File: src/hdl/rsqa_pkg.sv
`timescale 1ns / 1ps
`default_nettype none

package rsqa_pkg;

  // Array geometry.
  localparam int unsigned DEPTH  = 1024;
  localparam int unsigned WIDTH  = 32;
  localparam int unsigned ADDR_W = $clog2(DEPTH);
  localparam int unsigned CNT_W  = ADDR_W + 1;

  // Operation codes.
  localparam logic [2:0] MODE_PUSH = 3'd0;
  localparam logic [2:0] MODE_POP  = 3'd1;
  localparam logic [2:0] MODE_GET  = 3'd2;
  localparam logic [2:0] MODE_SET  = 3'd3;
  localparam logic [2:0] MODE_SUM  = 3'd4;

  // Status codes.
  localparam logic [2:0] ST_OK           = 3'd0;
  localparam logic [2:0] ST_FULL         = 3'd1;
  localparam logic [2:0] ST_EMPTY        = 3'd2;
  localparam logic [2:0] ST_OUT_OF_SIZE  = 3'd3;
  localparam logic [2:0] ST_OUT_OF_ORDER = 3'd4;

  // Configuration register map (byte addresses).
  localparam int unsigned PADDR_W  = 3;
  localparam logic [PADDR_W-1:0] REG_CAPACITY = 3'd0;
  localparam int unsigned CAP_W    = 11;
  localparam logic [CAP_W-1:0] CAP_RESET = 11'd1024;

  // Request beat.
  typedef struct packed {
    logic [2:0]               mode;
    logic [ADDR_W-1:0]        index;
    logic [ADDR_W-1:0]        end_index;
    logic signed [WIDTH-1:0]  value;
  } in_t;

  // Response beat.
  typedef struct packed {
    logic [2:0]               status;
    logic signed [WIDTH-1:0]  result_value;
    logic [CNT_W-1:0]         fill_count;
  } out_t;

endpackage

`default_nettype wire

File: src/hdl/rsqa_regs.sv
`timescale 1ns / 1ps
`default_nettype none

module rsqa_regs
  import rsqa_pkg::*;
(
  input  wire logic               clk_i,
  input  wire logic               rst_ni,
  input  wire logic               psel,
  input  wire logic               penable,
  input  wire logic               pwrite,
  input  wire logic [PADDR_W-1:0] paddr,
  input  wire logic [31:0]        pwdata,
  output logic      [31:0]        prdata,
  output logic                    pready,
  output logic      [CAP_W-1:0]   capacity_o
);

  logic [CAP_W-1:0] capacity_q;
  logic             wr_en;

  // The port never inserts wait states.
  assign pready = 1'b1;
  assign wr_en  = psel && penable && pwrite && pready;

  // Capacity register.
  always_ff @(posedge clk_i or negedge rst_ni) begin
    if (!rst_ni) begin
      capacity_q <= CAP_RESET;
    end else if (wr_en && (paddr == REG_CAPACITY)) begin
      capacity_q <= pwdata[CAP_W-1:0];
    end
  end

  // Read-back; unmapped addresses read as zero.
  always_comb begin
    unique case (paddr)
      REG_CAPACITY: prdata = {{(32-CAP_W){1'b0}}, capacity_q};
      default:      prdata = '0;
    endcase
  end

  assign capacity_o = capacity_q;

endmodule

`default_nettype wire

File: config.mk
export PLATFORM = sky130hd
export DESIGN_NAME = rsqa_regs
export DESIGN_NICKNAME = d
export VERILOG_FILES = /design/src/hdl/rsqa_pkg.sv /design/src/hdl/rsqa_regs.sv
export SDC_FILE = /design/constraint.sdc
export NUM_CORES = 1
export LEC_CHECK = 0
export ABC_CLOCK_PERIOD_IN_PS = 900
export BUFFER_PORTS_ARGS = -buffer_cell sky130_fd_sc_hd__buf_2
export CAP_MARGIN = 30
export CORE_MARGIN = 1
export CORE_UTILIZATION = 32
export CTS_CLUSTER_SIZE = 12
export DETAILED_ROUTE_END_ITERATION = 12
export GPL_TIMING_DRIVEN = 0
export PLACE_DENSITY_LB_ADDON = 0.05
export SETUP_SLACK_MARGIN = 0.5
export SLEW_MARGIN = 20
export SYNTH_ARGS = -nofsm -noshare
export SYNTH_HDL_FRONTEND = slang
export SYNTH_SLANG_ARGS = --single-unit
File: constraint.sdc
create_clock -name clk_i -period 0.9 [get_ports clk_i]
set_input_delay 0.045 -clock clk_i [delete_from_list [all_inputs] [get_ports clk_i]]
set_output_delay 0.045 -clock clk_i [all_outputs]
set_load 0.1 [all_outputs]
==> reports/results.tsv <==
metric	value	unit
status	complete, but fails checks	
violated checks	negative hold slack, negative setup slack	
final worst slack	-0.349	ns
async set-or-reset flop fraction in the synthesized netlist	100	%
clk sink count	11	
period utilisation layout	139	%
Final nets	181	
R2R setup slack	-0.19	ns
Int Power	1.69	mW
Worst Hold Class	in -> async	
antenna-violating nets left	0	
Sequential Power Share	22.2	%
Final Non-Filler Cells	167	
via/cell ratio	3.73	
post-place instance area	1110	um^2
final hold vios	11	
commonest cells in the netlist	buf_4, and2_1, dfrtp_1, mux2_4, conb_1	
Required @ worst endpoint	0.85	ns
clk_skew	0	ns
CTS HTree Levels	1	
row cnt	16	
Vias	623	
Ys Warns	0	
WP buf/inv	1	
cells after synthesis	61	
critical path's slowest cell	dfstp_4	
Reg area	318	um^2
count of flip-flops with a built-in enable after synthesis	0	
most common cell in the synthesized netlist	buf_4	
Max Buffers Root-to-Sink	2	
Crit Path Class	reg -> out	
area of the multi-input gates	372	um^2
CP peak stage delay	0.62	ns
Hold Slack	-0.372	ns
Max FO, Critical Path	3	
FF-to-FF Start	capacity_o[0]	
All-Layer GR Usage	16.3	%
register area share after synthesis	38.1	%
Pwr Density	2060	nW/um^2
reg2reg end	capacity_o[0]	
Worst Setup End Kind	output pin	
number of global-route vias before repair	598	
total grt overflow	0	
family with the most delay on the worst path	flip-flops	
DRT Wirelength	2020	um
cts bufs inserted	3	
RePlAce Congestion	0.592	
drt wl/cell	12.1	um
CTS tree	built	
Synth area leader	dfrtp_1	
fin area	1670	um^2
peak supply drop	0.00160	V
Die ar.	2460	um^2
synth top area cells	dfrtp_1, buf_4, mux2_4	
starting density of the core	35.5	%
DRT iter0 DRCs	1	
first-pass GRT wire length	2890	um
Max Cap Viol	0	
Worst setup SP type	flip-flop	
layout cells sized above 1	83.6	%
Final Util	81.8	%
worst r2r path cells	3	
critical path cell sequence	and2_4, buf_12	
Setup Viol. Count Final	33	
pin count of the biggest net entering global routing	12	
max reg flops	11	
n_diodes	0	
Synth Register Bits	11	
DRC violations left	0	
initial antenna violation count	0	
Pre-antenna DRT Iters	2	
area grow syn2layout	130	%
average instance area after synthesis	11.9	um^2
DP Wirelength	1010	um
count of different cell masters after synthesis	12	
CTS root buf	clkbuf_4	
area share of the largest cell type after synthesis	34.5	%
switching share of total power	50.8	%
num ports	84	
Core Footprint	2040	um^2
RSZ-0062 raised after global routing	true	
post-synthesis instance area	726	um^2
min Tclk post-route	1.25	ns
Arr. time, crit path	1.20	ns
Top FF cell, synth	dfrtp_1	
Clk pwr share	9.8	%
Die Y	49.6	um
Max Freq	0.800	GHz
pre-CTS setup slack	-0.589	ns
logic gate share of total power	68.0	%
Layout fillers	113	
Chip Width	49.6	um
Clk Latency, worst-skew pair	0.26	ns
placed cells	148	
port bufs	40	
Final Max Tran Viols	0	
leak pwr	0.832	nW
Reg clk slew, reported paths	0.08	ns
switching power total	1.75	mW
## how the worst max path moves through the flow
stage	startpoint	cells after the start	slack, ns	endpoint
2_1_floorplan	capacity_o[10]	1	-0.30	prdata[10]
3_3_place_gp	paddr[1]	5	-0.56	prdata[1]
3_5_place_dp	paddr[1]	5	-0.59	prdata[1]
4_1_cts	capacity_o[10]	2	-0.35	prdata[10]
5_1_grt	capacity_o[10]	2	-0.37	prdata[10]
6_report	capacity_o[10]	2	-0.35	prdata[10]
## area by class of cell
type	count	area share, %
plain buffers	24	11.4
flip-flops and latches	11	19.0
well taps	27	2.02
repair buffers	55	43.7
clock buffers	4	1.57
multi-input cells	46	22.2
## layer usage
layer,part of all wire [%],track usage (%),up-vias
li1,-,-,307
met3,6.5,4.94,2
met5,0,0,-
met2,55,29.3,39
met1,38,17.9,275
met4,0.69,5.71,0
## metrics by stage
| stage | hold WS [ns] | power [mW] | TNS [ns] |
|---|---|---|---|
| after CTS | -0.367 | 3.23 | -5.31 |
| after global placement | -0.0722 | 2.41 | -8.93 |
| after floorplan | -0.251 | 2.24 | -3.04 |
| final | -0.372 | 3.44 | -6.02 |
| after global routing | -0.347 | 3.54 | -6.89 |
| after detailed placement | -0.0774 | 2.42 | -9.42 |
## cell usage in the layout (no fill, tap or decap), types with 3 or more instances in the layout
cell type	Yosys	routed
buf_12	1	25
buf_2	0	16
clkbuf_4	0	3
mux2_4	10	11
buf_6	0	10
and2_4	0	11
buf_4	22	26
conb_1	2	22
dfrtp_4	0	10
## power by group through the flow
stage	combinational (mW)	sequential (mW)	clock, mW
floorplan	0.774	1.47	0
global placement	1.68	0.737	0
detailed placement	1.68	0.743	0
CTS	2.10	0.789	0.343
global route	2.40	0.771	0.367
finish	2.34	0.764	0.338
## repair_timing
action                                  CTS  global route
endpoints found under the setup margin   33            33
hold endpoints to repair                 12            14
cloned                                    1             0
resized for setup                        94             7
setup buffers                             4            10
pin swaps                                 3             2
## kinds of logic (layout without fill, tap and decap cells)
family | after synthesis | count (layout) | synth area share (%)
other cells | 2 | 22 | 1.03
mux | 11 | 11 | 22.2
flops | 11 | 11 | 38.1
simple gates | 13 | 13 | 12.6
buf+inv | 24 | 83 | 26.0
(Power assumes the default switching activity.)
